**src/css_pkg.sv**
```systemverilog
package css_pkg;

  // Action codes carried in the low bits of the input tdata
  typedef enum logic [2:0] {
    ACT_START   = 3'd0,
    ACT_ADVANCE = 3'd1,
    ACT_INSERT  = 3'd2,
    ACT_ATTACH  = 3'd3,
    ACT_REMOVE  = 3'd4,
    ACT_READ    = 3'd5
  } action_e;

  localparam int unsigned ActionWidth = 3;

  // What the row of cells does at each clock edge
  typedef enum logic [1:0] {
    ROW_HOLD  = 2'd0,
    ROW_OPEN  = 2'd1,  // load word at pos, cells above take from below
    ROW_CLOSE = 2'd2   // cells at pos and above take from above
  } row_op_e;

endpackage

```
**src/css_cell.sv**
```systemverilog
module css_cell import css_pkg::*; #(
  parameter int unsigned DEPTH      = 32,
  parameter int unsigned WORD_WIDTH = 32,
  parameter int unsigned IDX        = 0,
  parameter int unsigned IDX_W      = $clog2(DEPTH)
) (
  input  logic                  clk_i,
  input  row_op_e               row_op_i,
  input  logic [IDX_W-1:0]      pos_i,
  input  logic [WORD_WIDTH-1:0] word_i,
  input  logic [WORD_WIDTH-1:0] below_i,
  input  logic [WORD_WIDTH-1:0] above_i,
  output logic [WORD_WIDTH-1:0] word_o
);

  localparam logic [IDX_W-1:0] MyIdx = IDX_W'(IDX);

  logic [WORD_WIDTH-1:0] word_q, word_d;
  logic                  load;

  always_comb begin
    word_d = word_q;
    load   = 1'b0;
    unique case (row_op_i)
      ROW_OPEN: begin
        if (MyIdx == pos_i) begin
          word_d = word_i;
          load   = 1'b1;
        end else if (MyIdx > pos_i) begin
          word_d = below_i;
          load   = 1'b1;
        end
      end
      ROW_CLOSE: begin
        if (MyIdx >= pos_i) begin
          word_d = above_i;
          load   = 1'b1;
        end
      end
      default: begin
        word_d = word_q;
        load   = 1'b0;
      end
    endcase
  end

  always_ff @(posedge clk_i) begin
    if (load) begin
      word_q <= word_d;
    end
  end

  assign word_o = word_q;

endmodule

```
**src/css_ctrl.sv**
```systemverilog
module css_ctrl import css_pkg::*; #(
  parameter int unsigned DEPTH = 32,
  parameter int unsigned IDX_W = $clog2(DEPTH),
  parameter int unsigned CNT_W = $clog2(DEPTH + 1)
) (
  input  logic                   clk_i,
  input  logic                   rst_ni,
  input  logic                   accept_i,
  input  logic [ActionWidth-1:0] action_i,
  output row_op_e                row_op_o,
  output logic [IDX_W-1:0]       pos_o,
  output logic [IDX_W-1:0]       rd_idx_o,
  output logic                   use_word_o,
  output logic                   has_current_o,
  output logic [CNT_W-1:0]       count_o,
  output logic [CNT_W-1:0]       cursor_o,
  output logic                   err_o
);

  localparam logic [CNT_W-1:0] Full = CNT_W'(DEPTH);
  localparam logic [CNT_W-1:0] One  = CNT_W'(1);

  logic [CNT_W-1:0] count_q, count_d, cursor_q, cursor_d, pos_full, cur_inc, rd_full;
  logic             valid, full, err;
  row_op_e          op;

  assign valid   = cursor_q < count_q;
  assign full    = count_q == Full;
  assign cur_inc = cursor_q + One;

  always_comb begin
    count_d  = count_q;
    cursor_d = cursor_q;
    err      = 1'b0;
    op       = ROW_HOLD;
    pos_full = cursor_q;
    rd_full  = cursor_q;
    unique case (action_i)
      ACT_START: begin
        cursor_d = '0;
        rd_full  = '0;
      end
      ACT_ADVANCE: begin
        if (!valid) begin
          err = 1'b1;
        end else begin
          cursor_d = cur_inc;
          rd_full  = cur_inc;
        end
      end
      ACT_INSERT: begin
        if (full) begin
          err = 1'b1;
        end else begin
          pos_full = valid ? cursor_q : '0;
          op       = ROW_OPEN;
          cursor_d = pos_full;
          count_d  = count_q + One;
        end
      end
      ACT_ATTACH: begin
        if (full) begin
          err = 1'b1;
        end else begin
          pos_full = valid ? cur_inc : count_q;
          op       = ROW_OPEN;
          cursor_d = pos_full;
          count_d  = count_q + One;
        end
      end
      ACT_REMOVE: begin
        if (!valid) begin
          err = 1'b1;
        end else begin
          op      = ROW_CLOSE;
          count_d = count_q - One;
          rd_full = cur_inc;
        end
      end
      default: begin
        err = 1'b0;
      end
    endcase
  end

  always_ff @(posedge clk_i or negedge rst_ni) begin
    if (!rst_ni) begin
      count_q  <= '0;
      cursor_q <= '0;
    end else if (accept_i) begin
      count_q  <= count_d;
      cursor_q <= cursor_d;
    end
  end

  // Position is below DEPTH whenever the row is told to move
  assign row_op_o      = accept_i ? op : ROW_HOLD;
  assign pos_o         = pos_full[IDX_W-1:0];
  assign rd_idx_o      = rd_full[IDX_W-1:0];
  assign use_word_o    = op == ROW_OPEN;
  assign has_current_o = cursor_d < count_d;
  assign count_o       = count_d;
  assign cursor_o      = cursor_d;
  assign err_o         = err;

  a_cursor_in_range: assert property (@(posedge clk_i) disable iff (!rst_ni)
    cursor_q <= count_q)
    else $error("cursor beyond count");

  a_count_in_range: assert property (@(posedge clk_i) disable iff (!rst_ni)
    count_q <= Full)
    else $error("count beyond depth");

  a_refused_keeps_state: assert property (@(posedge clk_i) disable iff (!rst_ni)
    accept_i && err |=> count_q == $past(count_q) && cursor_q == $past(cursor_q))
    else $error("refused action changed state");

  a_row_idle_on_error: assert property (@(posedge clk_i) disable iff (!rst_ni)
    err |-> row_op_o == ROW_HOLD)
    else $error("row moved on a refused action");

endmodule

```
**src/cursor_sequence_store_core.sv**
```systemverilog
// Ordered list of up to DEPTH words with a cursor, held in a row of register
// cells. Each input transaction carries an action (start, advance, insert
// before, attach after, remove, read) and a word; every transaction returns
// exactly one result: the word under the cursor after the action, whether
// there is one, the count, the cursor and an error flag for a refused action
// (full list, or no current entry for advance/remove). Insert and attach shift
// all later cells up and remove shifts them down in the same clock, so a new
// transaction is taken every cycle that the result register is free or being
// drained. The result is returned from the output register. Cell contents
// are not reset; only entries below the count are ever read.
module cursor_sequence_store_core import css_pkg::*; #(
  parameter int unsigned DEPTH      = 32,
  parameter int unsigned WORD_WIDTH = 32
) (
  input  logic                 clk_i,
  input  logic                 rst_ni,
  input  logic                 s_axis_tvalid,
  output logic                 s_axis_tready,
  // action, entry_value (low bit first)
  input  logic [((ActionWidth + WORD_WIDTH + 7) / 8) * 8 - 1:0] s_axis_tdata,
  output logic                 m_axis_tvalid,
  input  logic                 m_axis_tready,
  // current_value, has_current, item_count, cursor_position, op_error
  output logic [((WORD_WIDTH + 2 + 2 * $clog2(DEPTH + 1) + 7) / 8) * 8 - 1:0] m_axis_tdata
);

  localparam int unsigned IDX_W   = $clog2(DEPTH);
  localparam int unsigned CNT_W   = $clog2(DEPTH + 1);

  logic                   accept;
  logic [ActionWidth-1:0] action;
  logic [WORD_WIDTH-1:0]  in_word;
  row_op_e                row_op;
  logic [IDX_W-1:0]       pos, rd_idx;
  logic                   use_word, has_current, err;
  logic [CNT_W-1:0]       count, cursor;
  logic [WORD_WIDTH-1:0]  cell_word [DEPTH];
  logic [WORD_WIDTH-1:0]  cur_word;

  logic                   out_valid_q;
  logic [WORD_WIDTH-1:0]  out_word_q;
  logic                   out_has_q, out_err_q;
  logic [CNT_W-1:0]       out_count_q, out_cursor_q;

  assign s_axis_tready = !out_valid_q || m_axis_tready;
  assign accept        = s_axis_tvalid && s_axis_tready;
  assign action        = s_axis_tdata[ActionWidth-1:0];
  assign in_word       = s_axis_tdata[ActionWidth +: WORD_WIDTH];

  css_ctrl #(
    .DEPTH (DEPTH)
  ) u_ctrl (
    .clk_i         (clk_i),
    .rst_ni        (rst_ni),
    .accept_i      (accept),
    .action_i      (action),
    .row_op_o      (row_op),
    .pos_o         (pos),
    .rd_idx_o      (rd_idx),
    .use_word_o    (use_word),
    .has_current_o (has_current),
    .count_o       (count),
    .cursor_o      (cursor),
    .err_o         (err)
  );

  for (genvar i = 0; i < DEPTH; i++) begin : g_cell
    logic [WORD_WIDTH-1:0] below, above;
    if (i == 0) begin : g_first
      assign below = '0;
    end else begin : g_mid
      assign below = cell_word[i-1];
    end
    if (i == DEPTH - 1) begin : g_last
      assign above = cell_word[i];
    end else begin : g_inner
      assign above = cell_word[i+1];
    end
    css_cell #(
      .DEPTH      (DEPTH),
      .WORD_WIDTH (WORD_WIDTH),
      .IDX        (i)
    ) u_cell (
      .clk_i    (clk_i),
      .row_op_i (row_op),
      .pos_i    (pos),
      .word_i   (in_word),
      .below_i  (below),
      .above_i  (above),
      .word_o   (cell_word[i])
    );
  end

  // Word under the new cursor, taken from the row before it moves
  always_comb begin
    if (!has_current) begin
      cur_word = '0;
    end else if (use_word) begin
      cur_word = in_word;
    end else begin
      cur_word = cell_word[rd_idx];
    end
  end

  always_ff @(posedge clk_i or negedge rst_ni) begin
    if (!rst_ni) begin
      out_valid_q <= 1'b0;
    end else if (accept) begin
      out_valid_q <= 1'b1;
    end else if (m_axis_tready) begin
      out_valid_q <= 1'b0;
    end
  end

  always_ff @(posedge clk_i) begin
    if (accept) begin
      out_word_q   <= cur_word;
      out_has_q    <= has_current;
      out_count_q  <= count;
      out_cursor_q <= cursor;
      out_err_q    <= err;
    end
  end

  assign m_axis_tvalid = out_valid_q;

  always_comb begin
    m_axis_tdata = '0;
    m_axis_tdata[WORD_WIDTH-1:0]                 = out_word_q;
    m_axis_tdata[WORD_WIDTH]                     = out_has_q;
    m_axis_tdata[WORD_WIDTH+1 +: CNT_W]          = out_count_q;
    m_axis_tdata[WORD_WIDTH+1+CNT_W +: CNT_W]    = out_cursor_q;
    m_axis_tdata[WORD_WIDTH+1+2*CNT_W]           = out_err_q;
  end

endmodule
```
**config.mk**
```make
export PLATFORM = sky130hd
export DESIGN_NAME = cursor_sequence_store_core
export DESIGN_NICKNAME = d
export VERILOG_FILES = /design/src/css_pkg.sv /design/src/css_cell.sv /design/src/css_ctrl.sv /design/src/cursor_sequence_store_core.sv
export SDC_FILE = /design/constraint.sdc
export NUM_CORES = 2
export LEC_CHECK = 0
export ABC_CLOCK_PERIOD_IN_PS = 11700
export BUFFER_PORTS_ARGS = -buffer_cell sky130_fd_sc_hd__clkbuf_2
export CAP_MARGIN = 0
export CORE_UTILIZATION = 50
export DETAILED_ROUTE_END_ITERATION = 12
export GPL_ROUTABILITY_DRIVEN = 0
export MAX_ROUTING_LAYER = met4
export PLACE_DENSITY = 0.75
export SYNTH_ARGS = -nofsm -noshare
export SYNTH_HDL_FRONTEND = slang
export SYNTH_SLANG_ARGS = --single-unit
export TNS_END_PERCENT = 100
```
**constraint.sdc**
```tcl
create_clock -name clk_i -period 11.7 [get_ports clk_i]
set_input_delay 0.585 -clock clk_i [delete_from_list [all_inputs] [get_ports clk_i]]
set_output_delay 0.585 -clock clk_i [all_outputs]
set_load 0.005 [all_outputs]
```
* Yosys cells after proc, flatten, opt, wreduce, memory -nomap -nowiden *
Index checks and enable logic that the tools add are counted.

storage, ports and cells
  flip-flop bits (word level) = 1,083
  bits in latches = 0
  RAM bits = 0
  bits in read-only memories = 0
  input bits = 44
  output and inout bits = 50
  logic and storage cells = 532
  memories = 0

cells by class
  add/sub/neg operators = 3
  multiply operators = 0
  divide/modulo/power cells = 0
  magnitude comparators = 67
  equal/unequal tests = 101
  shifts and indexed selects = 0
  multiplexer cells = 278
  bitwise operators = 1
  reductions and logical operators = 42

operator list
  operator             number
  $mux 32              98
  $pmux 32 s2          31
  $bmux 32 s5          1
  $reduce_and 4->1     31
  $mux 1               101
  $ne 3x1->1 const B   31
  $eq 5x5->1 const A   16
  $ge 5x5->1 const A   16
  $gt 5x5->1 const A   16
  $pmux 1 s2           33
  $ne 2x1->1 const B   31
  $mux 6               7
  $eq 4x5->1 const A   8
  $ge 4x5->1 const A   8
  $gt 4x5->1 const A   8
  $pmux 6 s4           1
  $eq 3x5->1 const A   4
  $ge 3x5->1 const A   4
  $gt 3x5->1 const A   4
  $pmux 5 s2           2
  $add 6x1->6 const B  2
  $lt 6x6->1           2
  $pmux 6 s2           1
  $eq 2x5->1 const A   2
  other kinds (24)     34

* Logic depth before layout (Yosys ltp) *
  depth in word-level cells = 9
  gate-level depth with buffers = 21
  depth with buffers taken out = 18

* Modules after synthesis *
From an unflattened synthesis, not the netlist that was laid out.

unflattened totals
  cell total of the unflattened synthesis = 7,195
  area, all modules = 74,029.8 µm²

by module, submodules not included
  module                            instances  cells an instance  area each (µm²)  sequential area each (µm²)
  cursor_sequence_store_core        1          919                10,842.9         1,406.3
  css_cell (g_cell[17].u_cell ...)  2          190                1,866.8          960.9
  css_cell (g_cell[15].u_cell)      1          188                2,195.9          960.9
  css_cell (g_cell[21].u_cell)      1          189                2,169.6          960.9
  css_cell (g_cell[23].u_cell)      1          188                2,129.5          960.9
  css_cell (g_cell[1].u_cell)       1          188                2,035.7          960.9
  css_cell (g_cell[11].u_cell)      1          191                1,963.1          960.9
  css_cell (g_cell[20].u_cell)      1          191                1,934.4          960.9
  css_cell (g_cell[16].u_cell)      1          188                1,933.1          960.9
  css_ctrl                          1          258                1,926.8          300.3
  css_cell (g_cell[25].u_cell)      1          191                1,921.8          960.9
  css_cell (g_cell[26].u_cell)      1          192                1,909.3          960.9
  css_cell (g_cell[2].u_cell)       1          190                1,904.3          960.9
  css_cell (g_cell[28].u_cell)      1          190                1,903.1          960.9
  19 more rows                      --         --                 --               --

* Worst setup path before layout *
Ideal clock, no wire load.

  path kind = input-to-reg
  from = in m_axis_tready
  to = reg g_cell[18].u_cell.word_q[0], enable pin
  library setup time = 0.425 ns
  arrival = 7.148 ns
  required time = 11.275 ns
  path slack = 4.127 ns
  stages = 10
  path buffers = 1
  cell sequence = nand2b_1 nand2_1 inv_1 clkbuf_1 nand2_1 inv_1 ha_1 o21bai_1 a21oi_1 nor2b_1

between the ends
  longest elaborated chain between the ends = 6
  elaborated cells between the ends (all ways) = 10
  those cells by class = eq/ne (4); mux (2); reduce/logical (4)

RTL lines
  item                                                RTL line                          RTL
  from (decl)                                         cursor_sequence_store_core.sv:22  input logic m_axis_tready,
  $logic_or 1x1->1 (*)                                cursor_sequence_store_core.sv:45  assign s_axis_tready = !out_valid_q || m_axis_tready;
  $logic_and 1x1->1 (*)                               cursor_sequence_store_core.sv:46  assign accept = s_axis_tvalid && s_axis_tready;
  net accept                                          cursor_sequence_store_core.sv:30  logic accept;
  $mux 2 (*)                                          css_ctrl.sv:97                    assign row_op_o = accept_i ? op : ROW_HOLD;
  $eq 2x1->1 or $eq 2x2->1 (tied branches)            css_cell.sv:24                    unique case (row_op_i)
  $ne 3x1->1 (no line), or another cell as far along  --
  $reduce_and 4->1 (no line) (*)                      --
  to (signal assigned)                                css_cell.sv:49                    word_q <= word_d;
  to (decl)                                           css_cell.sv:18                    logic [WORD_WIDTH-1:0] word_q, word_d;

The timed path passes the listed nets; every way through them passes the cells marked *.
A chain may end at the register's enable or synchronous reset.

* Worst setup path in the final report *
  from = reg u_ctrl.cursor_q[3]
  to = reg out_word_q[4], data pin

between the ends
  longest elaborated chain between the ends = 8
  elaborated cells between the ends (all ways) = 20
  those cells by class = add/sub (1); order compare (2); eq/ne (1); mux (15); bitwise (1)

RTL lines
  item                                         RTL line                           RTL
  from (decl)                                  css_ctrl.sv:23                     logic [CNT_W-1:0] count_q, count_d, cursor_q, cursor_d, pos_full, cur_inc, rd_full;
  from (signal assigned)                       css_ctrl.sv:92                     cursor_q <= cursor_d;
  $add 6x1->6 or $lt 6x6->1 (tied branches)    css_ctrl.sv:29, css_ctrl.sv:27
  $mux 6                                       css_ctrl.sv:44, css_ctrl.sv:72
  $pmux 5 s2                                   css_ctrl.sv:38                     unique case (action_i)
  $not 5->6 (not written as such)              cursor_sequence_store_core.sv:101  cur_word = cell_word[rd_idx];
  $bmux 32 s5                                  cursor_sequence_store_core.sv:101
  $mux 32 (not written as such) (2 in series)  cursor_sequence_store_core.sv:101
  $mux 32                                      cursor_sequence_store_core.sv:98   end else if (use_word) begin
  to (signal assigned)                         cursor_sequence_store_core.sv:117  out_word_q <= cur_word;
  to (decl)                                    cursor_sequence_store_core.sv:41   logic [WORD_WIDTH-1:0] out_word_q;

Parallel ways exist; a longest one is shown, timed or not. The select of a mux whose other input is x is not followed.

==> flow_summary_export.csv <==
group,metric,value,unit
outcome,status,"finished clean",
synth,async_reset_ff_frac,0.0120,
grt,grt_pass1_wl,286,mm
timing,maxSlewViolCount,0,
timing,relSlewSlack,0.205,
critical_path,startpoint,"u_ctrl.cursor_q[3]$_DFFE_PN0P_",
final_layout,finalNonFillerCells,7248,
critical_path,timing_worst_setup_path_type,"reg -> reg",
timing,fmax,152,MHz
cts,h-tree-depth,3,
critical_path,crit_fanout,112,
job,maxCapViolCount,0,
synth,synth-seq-area-share,0.504,
final_layout,drive_above_1_share,0.124,
grt,grt_max_degree,273,
cts,cts_hold_buf,1,
timing,final.period_utilization,0.563,
placed_design,dpl.cell_count,7047,
final_layout,nFillCells,10636,
synth,synth_top_area_frac,0.499,
grt,first_global_vias,46155,
cts,cts_buffers,112,
synth,ys.flop_type,"edfxtp_1",
grt,grt_usage,0.294,
routing,dr.first_iter.drc_count,6738,
routing,drtAntennaViolNets,0,
routing,routed_wirelength,191,mm
cts,cts_tree,"yes",
routing,post-route-drc-count,0,
routing,wl_per_cell,26.4,um
timing,rsz0062_at_grt,"false",
cts,path_clk_slew,60,ps
hold_path,min-delay-start,"s_axis_tvalid",
synth,ys_seq_elements,1083,
hold_path,worstHoldPathType,"in -> reg",
routing,vias_per_cell,6.64,
critical_path,rr_startpoint,"u_ctrl.cursor_q[3]$_DFFE_PN0P_",
power,leakage,25.8,nW
cts,clock_path_buffers,3,
timing,holdWs,96.6,ps
floorplanning,fp-row-count,131,
routing,drt_pass1_iterations,10,
cts,cts_setup_buffers,0,
final_layout,area_growth,7.09,%
synth,avgSynthCellArea,11.1,sq um
synth,synth_cell_types,78,
synth,synth_edf_count,1070,
critical_path,crit_required,12030,ps
cts,worstSkewPairLatency,730,ps
final_layout,fin_nets,5560,
timing,final_hold_viol_count,0,
floorplanning,die_h,361,um
synth,syn_inst,5782,
timing,min_period,6590,ps
synth,synth_area,64300,sq um
floorplanning,fp.dieArea,130000,sq um
cts,cts_sinks,1083,
synth,yosysTopAreaCell,"edfxtp_1",
cts,cts_root_buf,"clkbuf_16",
power,p_per_area,224,nW/um^2
routing,vias,48094,
synth,synth.most_common_cell,"nand2_1",
power,ir_worst_vdd,0.355,mV
grt,gr-total-overflow,0,
timing,clock_skew,32.6,ps
critical_path,end_kind,"flop",
synth,synth_common_cells,"nand2_1, edfxtp_1, mux2i_1",
floorplanning,initial_core_util,0.505,
synth,yosysWarnings,0,
placed_design,io_buffers,86,
synth,synthTopCellsByArea,"edfxtp_1, mux2i_1, nand2_1, mux4_2, o21ai_0",
timing,worst_pin_slew,1190,ps
cts,cts.repair.resized,0,
final_layout,fin_util,0.540,
grt,antenna_found_initial,2,
floorplanning,core_region_area,128000,sq um
critical_path,crit_arrival,6920,ps
floorplanning,io_pins,94,
floorplanning,die_w,361,um
critical_path,critPathLaunchType,"flop",
placed_design,place_hpwl,113,mm
timing,tns,0,ps
timing,setup_viol,0,
[metrics by stage]
step | worst slack (ps) | area [sq um] | total power [mW]
after global routing | 4830 | 68900 | 15.9
after floorplan | 4130 | 64300 | 9.62
after global placement | 5320 | 65500 | 11.7
after detailed placement | 5270 | 65500 | 11.8
final | 5110 | 68900 | 15.4
after CTS | 5260 | 68900 | 15.2
[flip-flops by register name, summed over array words and instances (netlist names)]
signal                flops
m_axis_tvalid             1
out_word_q               32
out_err_q                 1
out_cursor_q              6
u_ctrl.count_q            6
g_cell.u_cell.word_o   1024
u_ctrl.cursor_q           6
out_has_q                 1
out_count_q               6
[cell type report]
| class | count | area (sq um) | area share |
|---|---|---|---|
| multi-input cells | 4079 | 29500 | 0.429 |
| repair buffers | 200 | 1360 | 0.0198 |
| inverters | 24 | 90.1 | 0.00131 |
| diodes | 1 | 2.50 | 0.0000363 |
| clock inverters | 52 | 394 | 0.00572 |
| clock buffers | 147 | 2980 | 0.0432 |
| well taps | 1662 | 2080 | 0.0302 |
| flip-flops and latches | 1083 | 32500 | 0.471 |
[per-layer routing]
layer | vias to the layer above | global-route usage | share of wire
met5 | - | - | 0
met4 | 0 | 0.122 | 0.048
met3 | 516 | 0.0565 | 0.11
met2 | 2936 | 0.448 | 0.46
met1 | 23682 | 0.387 | 0.38
li1 | 20960 | - | -
[cell families after synthesis]
group                      share of synthesized area
xor gates and xnor gates                     0.00136
and+or+nand+nor                               0.0919
adders and majority gates                    0.00311
muxes                                          0.240
DFF                                            0.504
other                                      0.0000583
AOI/OAI and AO/OA                              0.115
buffers and inverters                         0.0444
[worst max-delay path, stage by stage, from the launching register on]
cell,delay (ps)
dfrtp_1,530
ha_1,400
nand4_1,180
o21ai_4,610
inv_2,300
ha_1,380
nand2_1,150
o21a_4,520
buf_12,710
buf_12,750
mux4_2,590
mux2_2,290
a221oi_1,340
a31oi_1,370
[placed cells by master (no fill, tap or decap), types with 28 or more instances in the layout]
cell type	Yosys	routed
nor2_1	52	41
mux4_2	194	194
clkbuf_2	0	86
a21oi_1	68	55
a31oi_1	32	28
o21ai_1	274	272
edfxtp_1	1070	1070
o21ai_0	759	758
mux2_2	62	62
a22o_1	39	39
mux2i_1	1034	1034
buf_4	69	107
nand2_1	1201	1199
clkbuf_1	385	32
clkbuf_16	0	113
clkinv_1	0	28
nand4_1	31	31
nand3_1	83	73
[where the power goes]
group	switching [mW]	internal (mW)	leakage [nW]	total, mW
clock network	1.55	1.89	1.64	3.44
logic	4.56	2.58	14.3	7.14
registers	0.146	4.67	9.84	4.82
[final timing paths]
| check | slack, ps | depth (start not counted) | endpoint |
|---|---|---|---|
| max reg2reg | 5110 | 13 | out_word_q[4]$_SDFFCE_PN0P_ |
| min in group asynchronous | 330 | 2 | u_ctrl.cursor_q[2]$_DFFE_PN0P_ |
| min reg2reg | 550 | 2 | m_axis_tvalid$_DFFE_PN0P_ |
| max | 5110 | 13 | out_word_q[4]$_SDFFCE_PN0P_ |
| max in group asynchronous | 11090 | 2 | m_axis_tvalid$_DFFE_PN0P_ |
| min | 100 | 2 | m_axis_tvalid$_DFFE_PN0P_ |
Note: power is estimated with default switching activity, not from simulation.
